--- src/rtl/core/sha256_pkg.sv ---
// SHA-256 engine package: round constants, initial hash values, controller
// states and the command/status structs between controller and datapath.
// No dependencies.
package sha256_pkg;

  localparam int unsigned RoundCount = 64;

  typedef enum logic [2:0] {
    ST_IDLE,
    ST_COMPRESS,
    ST_PAD,
    ST_EMIT
  } ctrl_state_t;

  // Commands from the controller to the datapath.
  typedef struct packed {
    logic       put_byte;     // write put_data at the fill position
    logic [7:0] put_data;
    logic       count_byte;   // advance the message length
    logic       put_length;   // write the bit length into words 14 and 15
    logic       start_comp;   // load working variables, clear round counter
    logic       round_step;   // run one round
    logic       fold_hash;    // add working variables into the hash words
    logic       reset_msg;    // back to initial hash, zero length and fill
  } sha_cmd_t;

  // Status from the datapath to the controller.
  typedef struct packed {
    logic [5:0] fill;
    logic       last_round;
  } sha_stat_t;

  localparam logic [31:0] InitHash [8] = '{
    32'h6a09e667, 32'hbb67ae85, 32'h3c6ef372, 32'ha54ff53a,
    32'h510e527f, 32'h9b05688c, 32'h1f83d9ab, 32'h5be0cd19
  };

  function automatic logic [31:0] round_k(input logic [5:0] idx);
    logic [31:0] k;
    unique case (idx)
      6'd0: k = 32'h428a2f98;  6'd1: k = 32'h71374491;
      6'd2: k = 32'hb5c0fbcf;  6'd3: k = 32'he9b5dba5;
      6'd4: k = 32'h3956c25b;  6'd5: k = 32'h59f111f1;
      6'd6: k = 32'h923f82a4;  6'd7: k = 32'hab1c5ed5;
      6'd8: k = 32'hd807aa98;  6'd9: k = 32'h12835b01;
      6'd10: k = 32'h243185be; 6'd11: k = 32'h550c7dc3;
      6'd12: k = 32'h72be5d74; 6'd13: k = 32'h80deb1fe;
      6'd14: k = 32'h9bdc06a7; 6'd15: k = 32'hc19bf174;
      6'd16: k = 32'he49b69c1; 6'd17: k = 32'hefbe4786;
      6'd18: k = 32'h0fc19dc6; 6'd19: k = 32'h240ca1cc;
      6'd20: k = 32'h2de92c6f; 6'd21: k = 32'h4a7484aa;
      6'd22: k = 32'h5cb0a9dc; 6'd23: k = 32'h76f988da;
      6'd24: k = 32'h983e5152; 6'd25: k = 32'ha831c66d;
      6'd26: k = 32'hb00327c8; 6'd27: k = 32'hbf597fc7;
      6'd28: k = 32'hc6e00bf3; 6'd29: k = 32'hd5a79147;
      6'd30: k = 32'h06ca6351; 6'd31: k = 32'h14292967;
      6'd32: k = 32'h27b70a85; 6'd33: k = 32'h2e1b2138;
      6'd34: k = 32'h4d2c6dfc; 6'd35: k = 32'h53380d13;
      6'd36: k = 32'h650a7354; 6'd37: k = 32'h766a0abb;
      6'd38: k = 32'h81c2c92e; 6'd39: k = 32'h92722c85;
      6'd40: k = 32'ha2bfe8a1; 6'd41: k = 32'ha81a664b;
      6'd42: k = 32'hc24b8b70; 6'd43: k = 32'hc76c51a3;
      6'd44: k = 32'hd192e819; 6'd45: k = 32'hd6990624;
      6'd46: k = 32'hf40e3585; 6'd47: k = 32'h106aa070;
      6'd48: k = 32'h19a4c116; 6'd49: k = 32'h1e376c08;
      6'd50: k = 32'h2748774c; 6'd51: k = 32'h34b0bcb5;
      6'd52: k = 32'h391c0cb3; 6'd53: k = 32'h4ed8aa4a;
      6'd54: k = 32'h5b9cca4f; 6'd55: k = 32'h682e6ff3;
      6'd56: k = 32'h748f82ee; 6'd57: k = 32'h78a5636f;
      6'd58: k = 32'h84c87814; 6'd59: k = 32'h8cc70208;
      6'd60: k = 32'h90befffa; 6'd61: k = 32'ha4506ceb;
      6'd62: k = 32'hbef9a3f7; 6'd63: k = 32'hc67178f2;
      default: k = 32'h0;
    endcase
    return k;
  endfunction

  function automatic logic [31:0] rotr(input logic [31:0] x, input int unsigned n);
    return (x >> n) | (x << (32 - n));
  endfunction

endpackage

--- src/rtl/core/sha256_datapath.sv ---
// SHA-256 datapath: block buffer, rolling message schedule, working
// variables, hash words and length counter. Uses sha256_pkg.
module sha256_datapath (
  input  logic                clk,
  input  logic                rst_n,
  input  sha256_pkg::sha_cmd_t cmd,
  output sha256_pkg::sha_stat_t stat,
  input  logic [2:0]          hash_sel,
  output logic [31:0]         hash_word
);

  logic [31:0] blk_r [16];
  logic [31:0] hash_r [8];
  logic [31:0] var_r [8];
  logic [5:0]  fill_r;
  logic [5:0]  round_r;
  logic [60:0] total_r;

  logic [31:0] s0, s1, w_new, w_cur, t1, t2, e, a;
  logic [31:0] a_nxt, e_nxt;
  logic [63:0] bits;
  logic [3:0]  widx;
  logic [1:0]  bpos;

  assign stat.fill       = fill_r;
  assign stat.last_round = (round_r == 6'(sha256_pkg::RoundCount - 1));
  assign hash_word       = hash_r[hash_sel];
  assign bits            = {total_r, 3'b000};
  assign widx            = fill_r[5:2];
  assign bpos            = fill_r[1:0];

  // Round logic; the block buffer doubles as the 16-word schedule window.
  always_comb begin
    w_cur = blk_r[0];
    s0 = sha256_pkg::rotr(blk_r[1], 7) ^ sha256_pkg::rotr(blk_r[1], 18) ^ (blk_r[1] >> 3);
    s1 = sha256_pkg::rotr(blk_r[14], 17) ^ sha256_pkg::rotr(blk_r[14], 19)
         ^ (blk_r[14] >> 10);
    w_new = blk_r[0] + s0 + blk_r[9] + s1;
    e = var_r[4];
    a = var_r[0];
    t1 = var_r[7] + (sha256_pkg::rotr(e, 6) ^ sha256_pkg::rotr(e, 11) ^ sha256_pkg::rotr(e, 25))
         + ((e & var_r[5]) ^ (~e & var_r[6])) + sha256_pkg::round_k(round_r) + w_cur;
    t2 = (sha256_pkg::rotr(a, 2) ^ sha256_pkg::rotr(a, 13) ^ sha256_pkg::rotr(a, 22))
         + ((a & var_r[1]) ^ (a & var_r[2]) ^ (var_r[1] & var_r[2]));
    a_nxt = t1 + t2;
    e_nxt = var_r[3] + t1;
  end

  // Block buffer: byte writes, length words and schedule shifting.
  always_ff @(posedge clk) begin
    if (cmd.round_step) begin
      for (int i = 0; i < 15; i++) blk_r[i] <= blk_r[i + 1];
      blk_r[15] <= w_new;
    end else begin
      if (cmd.put_byte) begin
        unique case (bpos)
          2'd0: blk_r[widx][31:24] <= cmd.put_data;
          2'd1: blk_r[widx][23:16] <= cmd.put_data;
          2'd2: blk_r[widx][15:8]  <= cmd.put_data;
          2'd3: blk_r[widx][7:0]   <= cmd.put_data;
          default: ;
        endcase
      end
      if (cmd.put_length) begin
        blk_r[14] <= bits[63:32];
        blk_r[15] <= bits[31:0];
      end
    end
  end

  // Working variables.
  always_ff @(posedge clk) begin
    if (cmd.start_comp) begin
      for (int i = 0; i < 8; i++) var_r[i] <= hash_r[i];
    end else if (cmd.round_step) begin
      var_r[7] <= var_r[6];
      var_r[6] <= var_r[5];
      var_r[5] <= var_r[4];
      var_r[4] <= e_nxt;
      var_r[3] <= var_r[2];
      var_r[2] <= var_r[1];
      var_r[1] <= var_r[0];
      var_r[0] <= a_nxt;
    end
  end

  // Control registers: hash words, fill position, round counter, length.
  // The fold happens with the last round, so it adds that round's results.
  always_ff @(posedge clk) begin
    if (!rst_n || cmd.reset_msg) begin
      for (int i = 0; i < 8; i++) hash_r[i] <= sha256_pkg::InitHash[i];
      fill_r  <= '0;
      total_r <= '0;
      round_r <= '0;
    end else begin
      if (cmd.fold_hash) begin
        hash_r[0] <= hash_r[0] + a_nxt;
        hash_r[1] <= hash_r[1] + var_r[0];
        hash_r[2] <= hash_r[2] + var_r[1];
        hash_r[3] <= hash_r[3] + var_r[2];
        hash_r[4] <= hash_r[4] + e_nxt;
        hash_r[5] <= hash_r[5] + var_r[4];
        hash_r[6] <= hash_r[6] + var_r[5];
        hash_r[7] <= hash_r[7] + var_r[6];
      end
      if (cmd.put_byte) fill_r <= fill_r + 6'd1;
      if (cmd.count_byte) total_r <= total_r + 61'd1;
      if (cmd.start_comp) round_r <= '0;
      else if (cmd.round_step) round_r <= round_r + 6'd1;
    end
  end

endmodule

--- src/rtl/core/sha256_ctrl.sv ---
// SHA-256 controller: sequences byte intake, padding, compressions and
// digest output. Uses sha256_pkg.
module sha256_ctrl (
  input  logic                 clk,
  input  logic                 rst_n,
  input  logic                 in_tvalid,
  output logic                 in_tready,
  input  logic [7:0]           in_byte,
  input  logic                 in_present,
  input  logic                 in_last,
  output logic                 out_tvalid,
  input  logic                 out_tready,
  output logic [2:0]           word_sel,
  output sha256_pkg::sha_cmd_t cmd,
  input  sha256_pkg::sha_stat_t stat
);

  sha256_pkg::ctrl_state_t state_r, state_nxt;
  logic       final_r, final_nxt;   // message closed, padding underway
  logic       len_r, len_nxt;       // length written, next compression is last
  logic       mark_r, mark_nxt;     // 0x80 still to be placed
  logic [2:0] word_r, word_nxt;
  logic       running, acc;

  assign in_tready  = (state_r == sha256_pkg::ST_IDLE);
  assign acc        = in_tvalid && in_tready;
  assign out_tvalid = (state_r == sha256_pkg::ST_EMIT);
  assign word_sel   = word_r;
  assign running    = (state_r == sha256_pkg::ST_COMPRESS);

  // Next state.
  always_comb begin
    state_nxt = state_r;
    final_nxt = final_r;
    len_nxt   = len_r;
    mark_nxt  = mark_r;
    word_nxt  = word_r;
    unique case (state_r)
      sha256_pkg::ST_IDLE: begin
        if (acc) begin
          if (in_present && stat.fill == 6'd63) begin
            state_nxt = sha256_pkg::ST_COMPRESS;
            final_nxt = in_last;
            mark_nxt  = in_last;
          end else if (in_last) begin
            state_nxt = sha256_pkg::ST_PAD;
            final_nxt = 1'b1;
            mark_nxt  = 1'b1;
          end
        end
      end
      sha256_pkg::ST_COMPRESS: begin
        if (cmd.round_step && stat.last_round) begin
          if (!final_r) state_nxt = sha256_pkg::ST_IDLE;
          else if (len_r) begin
            state_nxt = sha256_pkg::ST_EMIT;
            word_nxt  = '0;
          end else state_nxt = sha256_pkg::ST_PAD;
        end
      end
      sha256_pkg::ST_PAD: begin
        mark_nxt = 1'b0;
        if (stat.fill == 6'd55) len_nxt = 1'b1;
        if (stat.fill == 6'd55 || stat.fill == 6'd63)
          state_nxt = sha256_pkg::ST_COMPRESS;
      end
      sha256_pkg::ST_EMIT: begin
        if (out_tready) begin
          word_nxt = word_r + 3'd1;
          if (word_r == 3'd7) begin
            state_nxt = sha256_pkg::ST_IDLE;
            final_nxt = 1'b0;
            len_nxt   = 1'b0;
          end
        end
      end
      default: state_nxt = sha256_pkg::ST_IDLE;
    endcase
  end

  // Commands to the datapath.
  always_comb begin
    cmd = '0;
    unique case (state_r)
      sha256_pkg::ST_IDLE: begin
        cmd.put_byte   = acc && in_present;
        cmd.count_byte = acc && in_present;
        cmd.put_data   = in_byte;
        cmd.start_comp = acc && in_present && stat.fill == 6'd63;
      end
      sha256_pkg::ST_COMPRESS: begin
        cmd.round_step = 1'b1;
      end
      sha256_pkg::ST_PAD: begin
        // Fill position 56 after padding means the length goes in now.
        cmd.put_byte   = 1'b1;
        cmd.put_data   = mark_r ? 8'h80 : 8'h00;
        cmd.start_comp = (stat.fill == 6'd55 || stat.fill == 6'd63);
      end
      sha256_pkg::ST_EMIT: begin
        cmd.reset_msg = out_tready && word_r == 3'd7;
      end
      default: ;
    endcase
    // Length goes in once the fill reaches 56; compressing then ends the message.
    if (state_r == sha256_pkg::ST_PAD && stat.fill == 6'd55) cmd.put_length = 1'b1;
    cmd.fold_hash = running && stat.last_round;
  end

  always_ff @(posedge clk) begin
    if (!rst_n) begin
      state_r <= sha256_pkg::ST_IDLE;
      final_r <= 1'b0;
      len_r   <= 1'b0;
      mark_r  <= 1'b0;
      word_r  <= '0;
    end else begin
      state_r <= state_nxt;
      final_r <= final_nxt;
      len_r   <= len_nxt;
      mark_r  <= mark_nxt;
      word_r  <= word_nxt;
    end
  end

endmodule

--- src/rtl/core/sha256_hash_engine.sv ---
// SHA-256 engine top level: joins the controller and the datapath.
// Depends on sha256_pkg, sha256_ctrl and sha256_datapath.
//
// A byte request is taken only while the engine is idle. A request that
// completes a 64-byte block also loads the working variables in its own
// cycle; the rounds of the one round unit follow, during which no request is
// taken. A request that closes the message is followed by the padding bytes
// (the last of them loads the working variables) and the rounds of each of the
// one or two compressions, then eight digest-word requests at one per cycle as
// the sink accepts them. No request is taken until the eighth word has gone.
module sha256_hash_engine (
  input  logic        clk,
  input  logic        rst_n,
  input  logic        in_tvalid,
  output logic        in_tready,
  input  logic [7:0]  in_tdata,   // message_byte
  input  logic        in_tuser,   // byte_present
  input  logic        in_tlast,   // end_of_message
  output logic        out_tvalid,
  input  logic        out_tready,
  output logic [39:0] out_tdata,  // digest_word[31:0], word_index[34:32], zero fill
  output logic        out_tlast   // last_word
);

  sha256_pkg::sha_cmd_t  cmd;
  sha256_pkg::sha_stat_t stat;
  logic [2:0]  word_sel;
  logic [31:0] hash_word;

  sha256_ctrl u_ctrl (
    .clk, .rst_n, .in_tvalid, .in_tready,
    .in_byte(in_tdata), .in_present(in_tuser), .in_last(in_tlast),
    .out_tvalid, .out_tready, .word_sel, .cmd, .stat
  );

  sha256_datapath u_dp (
    .clk, .rst_n, .cmd, .stat, .hash_sel(word_sel), .hash_word
  );

  assign out_tdata = {5'd0, word_sel, hash_word};
  assign out_tlast = (word_sel == 3'd7);

  // No input is taken while a digest is waiting.
  a_no_in_during_out: assert property (@(posedge clk) disable iff (!rst_n)
    out_tvalid |-> !in_tready) else $error("input taken during digest output");

  // Word index advances only on an accepted digest word.
  a_word_hold: assert property (@(posedge clk) disable iff (!rst_n)
    (out_tvalid && !out_tready) |=> (out_tvalid && $stable(word_sel)))
    else $error("digest word index moved while stalled");

endmodule
--- config.mk ---
export PLATFORM = sky130hd
export DESIGN_NAME = sha256_hash_engine
export DESIGN_NICKNAME = d
export VERILOG_FILES = /design/src/rtl/core/sha256_pkg.sv /design/src/rtl/core/sha256_datapath.sv /design/src/rtl/core/sha256_ctrl.sv /design/src/rtl/core/sha256_hash_engine.sv
export SDC_FILE = /design/constraint.sdc
export NUM_CORES = 2
export LEC_CHECK = 0
export ABC_AREA = 1
export ABC_CLOCK_PERIOD_IN_PS = 8400
export BUFFER_PORTS_ARGS = -buffer_cell sky130_fd_sc_hd__buf_2
export CORE_UTILIZATION = 40
export CTS_CLUSTER_SIZE = 12
export DETAILED_ROUTE_END_ITERATION = 7
export GPL_TIMING_DRIVEN = 1
export PLACE_DENSITY = 0.55
export RECOVER_POWER = 25
export SLEW_MARGIN = 20
export SYNTH_ARGS = -nofsm -noshare
export SYNTH_HDL_FRONTEND = slang
export SYNTH_SLANG_ARGS = --single-unit
--- constraint.sdc ---
create_clock -name clk -period 8.4 [get_ports clk]
set_clock_uncertainty 0.1 [all_clocks]
set_input_delay 1.68 -clock clk [delete_from_list [all_inputs] [get_ports clk]]
set_output_delay 1.68 -clock clk [all_outputs]
set_load 0.03 [all_outputs]
==> impl_metrics.json <==
{
  "stdcell_area_um2": 86560,
  "grt_pass1_vias": 65050,
  "worstSetupPathType": "reg -> reg",
  "worst_skew_pair.late_latency_ps": 850,
  "post-route-drc-count": 0,
  "post_synth_num_cell_types": 61,
  "avgRoutedWirePerCell_um": 25.17,
  "detail_route.iter0.violations": 7613,
  "count_of_endpoints_failing_hold_in_the_final_timing_report": 0,
  "cts.htree.levels": 4,
  "mapped_avg_cell_area_um2": 8.244,
  "postCtsHoldBufs": 0,
  "cts_root_buffer": "clkbuf_16",
  "rows": 162,
  "critPathRequiredTime_ps": 8950,
  "worst_slew_pin_slew_ps": 3882,
  "hold_path_startpoint": "u_dp.total_r[32]",
  "headroom_to_the_max_slew_limit_pct": -158.8,
  "crit_top_cell": "o21ai_0",
  "detailedPlacementHpwl_um": 236700,
  "critPathLaunchType": "register",
  "period_minus_slack_ps": 8051,
  "rsz0062_at_grt": "no",
  "list_of_cells_traversed_by_the_critical_path": "inv_1 -> nor2_1 -> clkinvlp_2 -> o21ai_0 -> inv_2 -> nor2_4 -> inv_2 -> ha_1 -> inv_1 -> nor2_2 -> o21ai_0 -> nand2_1 -> o21ai_0 -> o21ai_1",
  "postCtsSetupRepairBufs": 0,
  "filler_cell_count": 19310,
  "vias_per_cell": 5.654,
  "setup_tns_ps": 0,
  "hold_end": "u_dp.total_r[32]",
  "initial_antenna_violation_count": 10,
  "grt_overflow_total": 0,
  "synthCells": 9515,
  "critical_path.endpoint_type": "register",
  "setup_violations": 0,
  "synth_top_cell_area_share_pct": 39.20,
  "drive_above_1_share_pct": 5.679,
  "final_max_slew_viol_count": 946,
  "cts-resized-gates": 0,
  "cts_buffer_depth": 3,
  "design.portCount": 57,
  "worst_reg_to_reg_cells": 14,
  "die_footprint_um2": 197900,
  "number_of_cells_traversed_by_the_worst_hold_path": 1,
  "layout_commonest_cell": "nand2_1",
  "async_reset_ff_share_pct": 0,
  "grt_start_max_net_pins": 190,
  "worst-path-max-fanout": 59,
  "yosys.area.top_type": "edfxtp_1",
  "fmax_ghz": 0.1242,
  "floorplan.die.height_um": 444.8,
  "most-common-layout-cells": "2,095 x nand2_1, 1,353 x o21ai_0, 1,144 x inv_1, 1,024 x edfxtp_1, 713 x a21oi_1",
  "fp.dieW_um": 444.8,
  "drtPass1Iterations": 8,
  "cpMaxStageDelayCell": "clkinvlp_2",
  "coreArea_um2": 194800,
  "hold_class": "reg -> reg",
  "ys_seq_elements": 1140,
  "grt_first_pass_wirelength_um": 444200,
  "wirelength_um": 308600,
  "status": "finished, violations left",
  "placed_cell_area_um2": 82010,
  "ff_latch_area_um2": 33080,
  "synth_area_leaders": "edfxtp_1 39%, nand2_1 10%, o21ai_0 8.7%",
  "grtUsageTotal_pct": 30.62,
  "numCtsBuffers": 141,
  "r2r-start": "u_ctrl.state_r[0]",
  "placement.io_buffers": 51,
  "worst_hold_slack_ps": 363.4,
  "cts_num_sinks": 1140,
  "violations": "capacitance limit, slew limit",
  "synth_sequential_area_ratio_pct": 42.16,
  "fin_crit_sh_pct": 95.84,
  "worstPathArrival_ps": 8600,
  "crit_path_max_incr_delay_ps": 2170,
  "maxCapViolations": 17,
  "total_number_of_vias": 69310,
  "start_util_pct": 40.27,
  "gp_congestion": 1.051,
  "synth_warnings": 0,
  "synth_edf_count": 1024,
  "synth.cell_area_um2": 78440,
  "synth-main-ff-cell": "edfxtp_1",
  "cts_tree": "built",
  "area_delta_synth_final_pct": 10.34,
  "drtAntennaViolNets": 0,
  "finish.net_count": 10130,
  "final_core_utilization_pct": 44.44,
  "cts.reportedPaths.clkPinSlew_ps": 60,
  "timing.reg2reg.setup_slack_ps": 350,
  "multiInputGateArea_um2": 39690
}
-- cells in the mapped netlist, drive strengths merged (8+ instances only) --
| cell type | instances |
|---|---|
| nand2 | 2108 |
| o21ai | 1376 |
| inv | 1160 |
| edfxtp | 1024 |
| a21oi | 719 |
| nor2 | 634 |
| ha | 400 |
| clkbuf | 324 |
| nand3 | 324 |
| xor2 | 207 |
| fa | 195 |
| xnor2 | 172 |
| dfxtp | 116 |
| nor3 | 113 |
| a31oi | 79 |
| o21a | 68 |
| nand4 | 67 |
| or2 | 64 |
| a21o | 54 |
| buf | 40 |
| o22ai | 37 |
| o21bai | 33 |
| o211ai | 32 |
| nor4 | 26 |
| a21boi | 19 |
| a221oi | 18 |
| o31ai | 14 |
| a211oi | 13 |
| and2 | 12 |
| o221ai | 11 |
| nand3b | 8 |
| nor3b | 8 |
-- state kept, by name, summed over array words and instances, names as in the netlist, named ones only --
signal,count
u_dp.blk_r,512
u_dp.total_r,61
u_dp.round_r,6
u_ctrl.word_sel,3
u_dp.fill_r,6
u_dp.hash_r,256
u_ctrl.state_r,2
u_ctrl.len_r,1
u_ctrl.final_r,1
u_dp.var_r,256
u_ctrl.mark_r,1
-- cell type report --
class                           instances  area share, %
Antenna cell                            4        0.01156
Clock buffer                          190          4.480
Clock inverter                         63         0.8341
Inverter                             1161          5.044
Multi-Input combinational cell       6854          45.86
Sequential cell                      1140          38.21
Tap cell                             2624          3.793
Timing Repair Buffer                  224          1.766
-- critical path, delay by kind of cell, from the launching register on --
| family | cells | cell delay [ps] |
|---|---|---|
| buffers and inverters | 5 | 2880 |
| AO/OA/AOI/OAI | 4 | 2230 |
| AND/OR/NAND/NOR | 4 | 1540 |
| adder cells (fa/ha/maj) | 1 | 560 |
| flip-flops | 1 | 460 |
-- kinds of logic (layout without fill, tap and decap cells) --
kind of cell	after synthesis	count (layout)	synth area share, %
buf+inv	1525	1638	7.396
compound gates	2506	2506	17.23
fa+ha+maj	595	595	11.36
xor+xnor	379	379	4.241
flops	1140	1140	42.16
simple gates	3369	3369	17.61
other cells	1	9	0.004780
-- metal layers --
metal / vias to the layer above / wire length [µm] / GRT usage [%] / part of all wire (%)
met5: - / 17 / 0 / 0.0055
met3: 627 / 24400 / 4.587 / 7.9
li1: 32280 / - / - / -
met2: 3193 / 132800 / 46.07 / 43
met4: 2 / 17680 / 15.21 / 5.7
met1: 33210 / 133700 / 42.84 / 43
-- worst max-delay path by stage --
stage	from	to	slack, ps	cells past startpoint
after floorplan	u_dp.blk_r[0][1]	u_dp.hash_r[0][29]	1160	36
after global routing	register	u_dp.hash_r[0][30]	10	39
final	u_ctrl.state_r[0]	register	350	14
after detailed placement	u_dp.blk_r[0][1]	u_dp.hash_r[0][26]	320	37
after CTS	u_dp.blk_r[0][2]	u_dp.hash_r[0][31]	230	35
after global placement	u_dp.blk_r[0][2]	u_dp.hash_r[0][29]	270	36
-- through the flow --
stage          worst slack, ps  instances
2_1_floorplan             1161       9519
3_3_place_gp             266.6      12000
3_5_place_dp             322.0      12000
4_1_cts                  229.9      12260
5_1_grt                  11.35      12260
6_report                 349.1      12260
Power is left out: the tool's default activity adds up to more than one toggle a clock period on the data nets, which glitch-free logic cannot reach.
